===== config.mk =====
export PLATFORM = sky130hd
export DESIGN_NAME = double_exponent_mantissa_converter
export DESIGN_NICKNAME = d
export VERILOG_FILES = /design/src/demc_pkg.sv /design/src/double_exponent_mantissa_converter.sv /design/src/demc_norm.sv /design/src/demc_pack.sv
export SDC_FILE = /design/constraint.sdc
export NUM_CORES = 2
export LEC_CHECK = 0
export ABC_CLOCK_PERIOD_IN_PS = 45700
export BUFFER_PORTS_ARGS = -buffer_cell sky130_fd_sc_hd__buf_2
export CAP_MARGIN = 20
export CORE_ASPECT_RATIO = 1.2
export CORE_MARGIN = 2
export CORE_UTILIZATION = 31
export CTS_BUF_LIST = sky130_fd_sc_hd__clkbuf_4
export DETAILED_ROUTE_END_ITERATION = 16
export GPL_TIMING_DRIVEN = 0
export HOLD_SLACK_MARGIN = 0.03
export PLACE_DENSITY = 0.53
export SLEW_MARGIN = 20
export SYNTH_ARGS = -nofsm -noshare
export SYNTH_HDL_FRONTEND = slang
export SYNTH_SLANG_ARGS = --single-unit

===== constraint.sdc =====
create_clock -name clock -period 45.7 [get_ports clock]
set_input_delay 6.855 -clock clock [delete_from_list [all_inputs] [get_ports clock]]
set_output_delay 6.855 -clock clock [all_outputs]
set_load 0.03 [all_outputs]

===== src/demc_pkg.sv =====
// Package for the double exponent/mantissa converter.
// Holds the item types, sentinels and shared helper functions; no dependencies.
`timescale 1ns / 1ps
`default_nettype none
package demc_pkg;

   typedef struct packed {
      logic        op;
      logic [63:0] value_bits;
      logic signed [31:0] exponent_in;
      logic signed [63:0] mantissa_in;
   } req_type;

   typedef struct packed {
      logic signed [11:0] exponent_out;
      logic signed [63:0] mantissa_out;
      logic [63:0]        value_bits_out;
   } rsp_type;

   localparam logic [63:0] SENT_NEG_INF = 64'hffff_ffff_ffff_ffff;
   localparam logic [63:0] SENT_POS_INF = 64'hefff_ffff_ffff_ffff;
   localparam logic [63:0] SENT_NAN     = 64'hdfff_ffff_ffff_ffff;
   localparam logic [63:0] QNAN_BITS    = 64'h7ff8_0000_0000_0000;
   localparam logic [63:0] INF_BITS     = 64'h7ff0_0000_0000_0000;
   localparam logic [31:0] EXP_SPECIAL  = 32'hffff_ffff;
   localparam logic        OP_ENCODE    = 1'b0;

   // Position of the highest set bit of a 64-bit word (priority encoder).
   function automatic logic [5:0] top_bit(input logic [63:0] v);
      logic [5:0] p;
      p = 6'd0;
      for (int i = 0; i < 64; i++) begin
         if (v[i]) begin
            p = 6'(i);
         end
      end
      return p;
   endfunction

   // Right shift by s (1..63) with round to nearest, ties to even.
   function automatic logic [63:0] shr_round(input logic [63:0] v, input logic [5:0] s);
      logic [63:0] keep;
      logic [63:0] rem;
      logic [63:0] half;
      logic [63:0] mask;
      keep = v >> s;
      mask = (64'd1 << s) - 64'd1;
      rem  = v & mask;
      half = 64'd1 << (s - 6'd1);
      if (rem > half || (rem == half && keep[0])) begin
         keep = keep + 64'd1;
      end
      return keep;
   endfunction

endpackage
`default_nettype wire


===== src/double_exponent_mantissa_converter.sv =====
// Converts between a binary64 pattern and a signed exponent and mantissa.
// The req_ channel takes an item with op 0 (encode value_bits) or op 1
// (decode exponent_in and mantissa_in); the rsp_ channel gives one item
// per request, with the fields of the other mode zero.
// Encode: mantissa is the frexp fraction times 2^62; infinities and NaN
// give exponent -1 with sentinel mantissas. Decode rounds to nearest even
// twice (to 53 bits, then into the subnormal grid) and saturates to inf.
// Pipeline: the req item passes through the five register stages of the
// pipeline (special/magnitude, leading one, first rounding, exponent,
// packing), the first of which loads at the accepting edge. Throughput is
// one item per cycle while the receiver does not stall.
// The pipeline advances as a whole whenever the result register is empty
// or being taken, so a stalled receiver freezes every stage and nothing is
// lost or repeated. Reset clears all stage valid bits; it depends on
// demc_pkg, demc_norm and demc_pack.
`timescale 1ns / 1ps
`default_nettype none
module double_exponent_mantissa_converter (
   input  wire logic              clock,
   input  wire logic              reset,
   input  wire logic              req_valid,
   output logic                   req_ready,
   input  wire demc_pkg::req_type req_item,
   output logic                   rsp_valid,
   input  wire logic              rsp_ready,
   output demc_pkg::rsp_type      rsp_item
);

   logic advance;
   logic s2_valid, s2_op, s2_done, s2_sign;
   logic [63:0] s2_word, s2_mag;
   logic [5:0]  s2_top;
   logic signed [33:0] s2_exp;

   // Whole-pipeline enable.
   assign advance   = !rsp_valid || rsp_ready;
   assign req_ready = advance;

   demc_norm u_norm (
      .clock(clock), .reset(reset), .advance(advance),
      .in_valid(req_valid), .in_item(req_item),
      .s2_valid_ff(s2_valid), .s2_op_ff(s2_op), .s2_done_ff(s2_done),
      .s2_word_ff(s2_word), .s2_mag_ff(s2_mag), .s2_top_ff(s2_top),
      .s2_sign_ff(s2_sign), .s2_exp_ff(s2_exp)
   );

   demc_pack u_pack (
      .clock(clock), .reset(reset), .advance(advance),
      .s2_valid_ff(s2_valid), .s2_op_ff(s2_op), .s2_done_ff(s2_done),
      .s2_word_ff(s2_word), .s2_mag_ff(s2_mag), .s2_top_ff(s2_top),
      .s2_sign_ff(s2_sign), .s2_exp_ff(s2_exp),
      .out_valid(rsp_valid), .out_item(rsp_item)
   );

endmodule
`default_nettype wire


===== src/demc_norm.sv =====
// Stages 1 and 2 of the converter: special detection, magnitude and leading-one search.
// Depends on demc_pkg.
`timescale 1ns / 1ps
`default_nettype none
module demc_norm (
   input  wire logic             clock,
   input  wire logic             reset,
   input  wire logic             advance,
   input  wire logic             in_valid,
   input  wire demc_pkg::req_type in_item,
   output logic                  s2_valid_ff,
   output logic                  s2_op_ff,
   output logic                  s2_done_ff,
   output logic [63:0]           s2_word_ff,
   output logic [63:0]           s2_mag_ff,
   output logic [5:0]            s2_top_ff,
   output logic                  s2_sign_ff,
   output logic signed [33:0]    s2_exp_ff
);

   // Stage 1 registers.
   logic        s1_valid_ff;
   logic        s1_op_ff;
   logic        s1_done_ff;
   logic [63:0] s1_word_ff, s1_word_in;
   logic [63:0] s1_mag_ff, s1_mag_in;
   logic        s1_sign_ff;
   logic signed [33:0] s1_exp_ff, s1_exp_in;
   logic        s1_done_in;
   logic        neg;
   logic [10:0] e;
   logic [51:0] f;

   // Stage 1: classify the item and form the unsigned magnitude.
   always_comb begin
      s1_done_in = 1'b0;
      s1_word_in = 64'd0;
      s1_mag_in  = 64'd0;
      s1_exp_in  = 34'sd0;
      neg = in_item.value_bits[63];
      e   = in_item.value_bits[62:52];
      f   = in_item.value_bits[51:0];
      if (in_item.op == demc_pkg::OP_ENCODE) begin
         if (e == 11'h7ff) begin
            s1_done_in = 1'b1;
            s1_word_in = (f != 52'd0) ? demc_pkg::SENT_NAN :
                         (neg ? demc_pkg::SENT_NEG_INF : demc_pkg::SENT_POS_INF);
         end else if (e == 11'd0 && f == 52'd0) begin
            s1_done_in = 1'b1;
         end else if (e == 11'd0) begin
            s1_mag_in = {12'd0, f};
            s1_exp_in = -34'sd1073;
         end else begin
            s1_mag_in = {2'b01, f, 10'd0} >> 1;
            s1_exp_in = 34'(signed'({23'd0, e})) - 34'sd1022;
         end
      end else begin
         s1_exp_in = 34'(in_item.exponent_in);
         if (in_item.exponent_in == demc_pkg::EXP_SPECIAL &&
             in_item.mantissa_in == demc_pkg::SENT_NEG_INF) begin
            s1_done_in = 1'b1;
            s1_word_in = {1'b1, 63'd0} | demc_pkg::INF_BITS;
         end else if (in_item.exponent_in == demc_pkg::EXP_SPECIAL &&
                      in_item.mantissa_in == demc_pkg::SENT_POS_INF) begin
            s1_done_in = 1'b1;
            s1_word_in = demc_pkg::INF_BITS;
         end else if (in_item.exponent_in == demc_pkg::EXP_SPECIAL &&
                      in_item.mantissa_in == demc_pkg::SENT_NAN) begin
            s1_done_in = 1'b1;
            s1_word_in = demc_pkg::QNAN_BITS;
         end else if (in_item.mantissa_in == 64'sd0) begin
            s1_done_in = 1'b1;
         end else begin
            s1_mag_in = in_item.mantissa_in[63] ? (64'd0 - in_item.mantissa_in)
                                                : in_item.mantissa_in;
         end
      end
   end

   always_ff @(posedge clock) begin
      if (reset) begin
         s1_valid_ff <= 1'b0;
      end else if (advance) begin
         s1_valid_ff <= in_valid;
      end
      if (advance) begin
         s1_op_ff   <= in_item.op;
         s1_done_ff <= s1_done_in;
         s1_word_ff <= s1_word_in;
         s1_mag_ff  <= s1_mag_in;
         s1_sign_ff <= (in_item.op == demc_pkg::OP_ENCODE) ? in_item.value_bits[63]
                                                           : in_item.mantissa_in[63];
         s1_exp_ff  <= s1_exp_in;
      end
   end

   // Stage 2: leading-one search on the magnitude.
   always_ff @(posedge clock) begin
      if (reset) begin
         s2_valid_ff <= 1'b0;
      end else if (advance) begin
         s2_valid_ff <= s1_valid_ff;
      end
      if (advance) begin
         s2_op_ff   <= s1_op_ff;
         s2_done_ff <= s1_done_ff;
         s2_word_ff <= s1_word_ff;
         s2_mag_ff  <= s1_mag_ff;
         s2_top_ff  <= demc_pkg::top_bit(s1_mag_ff);
         s2_sign_ff <= s1_sign_ff;
         s2_exp_ff  <= s1_exp_ff;
      end
   end

endmodule
`default_nettype wire


===== src/demc_pack.sv =====
// Stages 3 to 5 of the converter: first rounding, exponent, packing.
// Depends on demc_pkg.
`timescale 1ns / 1ps
`default_nettype none
module demc_pack (
   input  wire logic             clock,
   input  wire logic             reset,
   input  wire logic             advance,
   input  wire logic             s2_valid_ff,
   input  wire logic             s2_op_ff,
   input  wire logic             s2_done_ff,
   input  wire logic [63:0]      s2_word_ff,
   input  wire logic [63:0]      s2_mag_ff,
   input  wire logic [5:0]       s2_top_ff,
   input  wire logic             s2_sign_ff,
   input  wire logic signed [33:0] s2_exp_ff,
   output logic                  out_valid,
   output demc_pkg::rsp_type     out_item
);

   // Stage 3: encode normalization shift, decode rounding to 53 bits.
   logic        s3_valid_ff, s3_op_ff, s3_done_ff, s3_sign_ff;
   logic [63:0] s3_word_ff, s3_keep_ff, s3_keep_in;
   logic signed [33:0] s3_exp_ff, s3_exp_in;
   logic [5:0]  shift;
   logic [63:0] rnd;

   always_comb begin
      shift = 6'd0;
      rnd   = 64'd0;
      s3_keep_in = s2_mag_ff;
      s3_exp_in  = s2_exp_ff;
      if (s2_op_ff == demc_pkg::OP_ENCODE) begin
         // Only subnormals need shifting and an exponent adjustment; normals are already aligned.
         s3_keep_in = s2_mag_ff << (6'd61 - s2_top_ff);
         if (s2_exp_ff == -34'sd1073) begin
            s3_exp_in = s2_exp_ff + 34'(s2_top_ff);
         end
      end else if (s2_top_ff > 6'd52) begin
         shift = s2_top_ff - 6'd52;
         rnd   = demc_pkg::shr_round(s2_mag_ff, shift);
         if (rnd[53]) begin
            s3_keep_in = rnd >> 1;
            s3_exp_in  = s2_exp_ff + 34'(shift) + 34'sd1 - 34'sd62;
         end else begin
            s3_keep_in = rnd;
            s3_exp_in  = s2_exp_ff + 34'(shift) - 34'sd62;
         end
      end else begin
         s3_exp_in = s2_exp_ff - 34'sd62;
      end
   end

   always_ff @(posedge clock) begin
      if (reset) begin
         s3_valid_ff <= 1'b0;
      end else if (advance) begin
         s3_valid_ff <= s2_valid_ff;
      end
      if (advance) begin
         s3_op_ff   <= s2_op_ff;
         s3_done_ff <= s2_done_ff;
         s3_sign_ff <= s2_sign_ff;
         s3_word_ff <= s2_word_ff;
         s3_keep_ff <= s3_keep_in;
         s3_exp_ff  <= s3_exp_in;
      end
   end

   // Stage 4: biased exponent and subnormal shift amount for decode.
   logic        s4_valid_ff, s4_op_ff, s4_done_ff, s4_sign_ff;
   logic [63:0] s4_word_ff, s4_keep_ff;
   logic signed [33:0] s4_exp_ff, s4_biased_ff, s4_k_ff;
   logic [5:0]  s4_q_ff;

   always_ff @(posedge clock) begin
      if (reset) begin
         s4_valid_ff <= 1'b0;
      end else if (advance) begin
         s4_valid_ff <= s3_valid_ff;
      end
      if (advance) begin
         s4_op_ff     <= s3_op_ff;
         s4_done_ff   <= s3_done_ff;
         s4_sign_ff   <= s3_sign_ff;
         s4_word_ff   <= s3_word_ff;
         s4_keep_ff   <= s3_keep_ff;
         s4_exp_ff    <= s3_exp_ff;
         s4_q_ff      <= demc_pkg::top_bit(s3_keep_ff);
         s4_biased_ff <= s3_exp_ff + 34'(demc_pkg::top_bit(s3_keep_ff)) + 34'sd1023;
         s4_k_ff      <= s3_exp_ff + 34'sd1074;
      end
   end

   // Stage 5: final packing into the result item.
   demc_pkg::rsp_type res_in;
   logic [63:0] m;
   logic [63:0] sub;

   always_comb begin
      res_in = '0;
      m   = 64'd0;
      sub = 64'd0;
      if (s4_op_ff == demc_pkg::OP_ENCODE) begin
         if (s4_done_ff) begin
            res_in.exponent_out = (s4_word_ff != 64'd0) ? -12'sd1 : 12'sd0;
            res_in.mantissa_out = s4_word_ff;
         end else begin
            res_in.exponent_out = s4_exp_ff[11:0];
            res_in.mantissa_out = s4_sign_ff ? (64'd0 - s4_keep_ff) : s4_keep_ff;
         end
      end else if (s4_done_ff) begin
         res_in.value_bits_out = s4_word_ff;
      end else if (s4_biased_ff >= 34'sd2047) begin
         res_in.value_bits_out = {s4_sign_ff, 63'd0} | demc_pkg::INF_BITS;
      end else if (s4_biased_ff >= 34'sd1) begin
         m = s4_keep_ff << (6'd52 - s4_q_ff);
         res_in.value_bits_out = {s4_sign_ff, s4_biased_ff[10:0], m[51:0]};
      end else begin
         // Gradual underflow; a carry into bit 52 gives the least normal.
         if (s4_k_ff >= 34'sd0) begin
            sub = s4_keep_ff << s4_k_ff[5:0];
         end else if (s4_k_ff <= -34'sd55) begin
            sub = 64'd0;
         end else begin
            sub = demc_pkg::shr_round(s4_keep_ff, 6'(-s4_k_ff));
         end
         res_in.value_bits_out = {s4_sign_ff, 63'd0} | sub;
      end
   end

   always_ff @(posedge clock) begin
      if (reset) begin
         out_valid <= 1'b0;
      end else if (advance) begin
         out_valid <= s4_valid_ff;
      end
      if (advance) begin
         out_item <= res_in;
      end
   end

endmodule
`default_nettype wire

==> metrics.csv <==
stage;metric;value;unit
sta;Hold WS;0.342;ns
placement;pre-CTS setup slack;29.63;ns
yosys;Post-Syn Nets;7519;
global_routing;vias in the first global route;65100;
yosys;simple-gate share of the synthesized area;19.1;%
yosys;most frequent cell after synthesis;nand2_1;
clock_network;clock root cell;clkbuf_4;
sta;RSZ-0062 raised after global routing;no;
placement;DP HPWL;327;mm
global_routing;met2 usage;63.8;%
sta;Setup WS post-layout;29.35;ns
yosys;Cells after Synth;7161;
global_routing;GR met1 Demand/Resource;39.8;%
floorplan;die area;208000;µm²
yosys;synth warn;0;
global_routing;Total GRT Usage;38.0;%
drt;Vias;66600;
placement;placed inst area;68600;µm²
yosys;EDFF count, synth;621;
yosys;main combinational cell family by area after synthesis;compound AO/OA/AOI/OAI gates;
critical_path;WS Path Type;reg -> reg;
yosys;Main synth FF type;edfxtp_1;
clock_network;# Post-CTS Setup Buffers;0;
final_layout;fin area;71000;µm²
floorplan;CORE AREA;203000;µm²
sta;Setup TNS Final;0;ns
yosys;syn_area_per_cell;8.83;µm²
sta;final hold violations;0;
placement;Port Buffers;306;
sta;Worst Skew;0.110;ns
pwr;static leakage;26.7;nW
global_routing;global-route wire length before repair;548;mm
floorplan;Die Width;416;µm
drt;DRC Markers;0;
yosys;post-synth top area share;29.5;%
final_layout;nets;8019;
final_layout;Multi-input gate area;41300;µm²
pwr;total power;5.16;mW
drt;DR pass1 iterations;7;
clock_network;Post-CTS Resized;0;
clock_network;Hold-fix buffers, CTS;0;
final_layout;area growth from synthesis to layout;12.3;%
drt;Routed WL per cell;38.9;µm
final_layout;fillers;21200;
pwr;Power Dens Cells;72.6;nW/µm²
critical_path;CP Max Fanout;11;
yosys;most common library cells after synthesis;758 x nand2_1, 751 x nor2_1, 621 x edfxtp_1, 488 x a21oi_1, 457 x o21ai_0;
clock_network;clk slew on worst S/H paths;0.08;ns
critical_path;Worst Setup End Kind;flop;
clock_network;htree depth;4;
critical_path;slowest stage delay, CP;0.83;ns
critical_path;CP startpoint kind;flop;
global_routing;met3 global-route usage;6.71;%
drt;wirelength, routed;407;mm
yosys;Yosys cell types;125;
floorplan;io pins;307;
critical_path;Crit-path slowest cell;a221oi_1;
global_routing;pin count of the biggest net entering global routing;58;
final_layout;ratio of cells with drive above 1 in the final layout;16.4;%
yosys;ys async rst share;0;%
critical_path;WP data arrival;17.32;ns
yosys;Synth Area in Compound Gates;19.3;%
global_routing;initial antenna violation count;39;
yosys;top cells by area, synth;edfxtp_1 30%, mux4_2 9.3%, mux2i_1 5.1%, nand2_1 4.5%, nor2_1 4.5%;
drt;remaining antenna violation count after routing;0;
drt;vias per std cell;6.36;
critical_path;Worst Path Required;46.67;ns
yosys;XOR/XNOR share of the synthesized area;5.69;%
floorplan;std cell rows;181;
final_layout;final cell count without fillers;10500;
sta;FMAX;61.2;MHz
placement;Placer Congestion;1.06;
yosys;Synth area leader;edfxtp_1;
clock_network;TritonCTS Buffers;167;
yosys;mux cell area share after synthesis;17.1;%
clock_network;clk_lat worst skew;1.30;ns
global_routing;gr busiest metal;met2;
sta;fin. max-slew vios;0;
clock_network;clock sink count;626;
flow_run;max_cap viols;0;
clock_network;clk buf depth;3;
final_layout;Storage cell area;18700;µm²
placement;placed cells;10100;
sta;Final setup viols;0;
sta;post-layout minimum cycle time;16.35;ns
run_status;status;finished, final reports clean;
sta;normalized max-slew margin;13.1;%
hold_path;Hold Path Class;reg -> reg;
floorplan;die height;499;µm
sta;Tcrit/Tclk final;35.8;%
yosys;Post-Syn Area;63200;µm²
final_layout;fin util;35.0;%
pwr;Max IR drop VDD;0.0000386;V
yosys;register area share after synthesis;29.7;%
floorplan;Initial Util;31.2;%
drt;Initial DRC Count;7556;
yosys;post-synthesis adder-cell area fraction;3.84;%
sta;Tightest Pin Transition;1.30;ns
clock_network;CTS tree;done;
global_routing;GR Overflow Total;0;
yosys;Seq cells post-synth;626;
final cells by class:
cell class,instances,area share (%)
multi-input cells,5788,58.2
flip-flops and latches,626,26.4
well taps,2653,4.68
plain buffers,595,3.90
repair buffers,331,2.77
clock buffers,223,2.36
inverters,152,0.811
clock inverters,69,0.767
diodes,32,0.113
critical path: cells and delay by family (launching register included):
family | cells | cell delay [ns]
AOI/OAI and AO/OA | 6 | 2.31
xor gates and xnor gates | 1 | 0.21
adders and majority gates | 3 | 1.47
buffers and inverters | 15 | 6.74
DFF | 1 | 0.71
muxes | 1 | 0.24
and+or+nand+nor | 17 | 4.30
power breakdown:
group	total, mW	internal [mW]	leakage [nW]	switching (mW)
logic	3.71	1.11	18.6	2.59
registers	0.919	0.769	6.88	0.151
clock network	0.531	0.267	1.30	0.263
flip-flops by register name, summed over array words and instances (netlist names), 6 cells and up:
| register | count |
|---|---|
| u_pack.s4_exp_ff | 11 |
| u_norm.s2_exp_ff | 32 |
| u_pack.s4_keep_ff | 64 |
| u_pack.s3_keep_ff | 64 |
| u_pack.s4_q_ff | 6 |
| u_pack.out_item | 140 |
| u_norm.s2_top_ff | 6 |
| u_pack.s4_biased_ff | 34 |
| u_norm.s1_exp_ff | 32 |
| u_pack.s3_word_ff | 6 |
| u_norm.s1_mag_ff | 64 |
| u_norm.s2_mag_ff | 64 |
| u_norm.s1_word_ff | 6 |
| u_pack.s4_k_ff | 34 |
| u_pack.s3_exp_ff | 34 |
| u_norm.s2_word_ff | 6 |
| u_pack.s4_word_ff | 6 |
cell usage in the layout, fill, tap and decap left out, types with 96 or more instances in the layout:
cell type / count
nand2_1: 758
nor2_1: 750
edfxtp_1: 621
a21oi_1: 486
o21ai_0: 454
clkbuf_1: 400
buf_2: 376
mux2i_1: 323
mux4_2: 261
clkbuf_4: 224
xor2_1: 217
nand3_1: 204
nor3_1: 197
ha_1: 191
xnor2_1: 183
mux2_2: 145
inv_1: 143
o22ai_1: 109
nand4_1: 96
path summary, 6_finish.rpt:
path / startpoint / to / slack [ns] / cells past startpoint
worst min-delay path: u_norm.s1_mag_ff[0] / u_norm.s2_mag_ff[0] / 0.34 / 0
worst max register to register: u_pack.s4_k_ff[0] / u_pack.out_item[30] / 29.35 / 43
worst max-delay path: u_pack.s4_k_ff[0] / u_pack.out_item[30] / 29.35 / 43
worst min register to register: u_norm.s1_mag_ff[0] / u_norm.s2_mag_ff[0] / 0.34 / 0
logic make-up after synthesis:
logic type,count (synthesis)
adders and majority gates,193
muxes,732
DFF,626
buffers and inverters,747
and+or+nand+nor,2555
other,1
xor gates and xnor gates,407
AOI/OAI and AO/OA,1900
metal layers:
layer / wire length, µm / vias up
li1: - / 28200
met1: 139000 / 32700
met2: 192000 / 4226
met3: 28000 / 1461
met4: 48800 / 10
met5: 54 / -
Power figures use the tool's default switching activity.
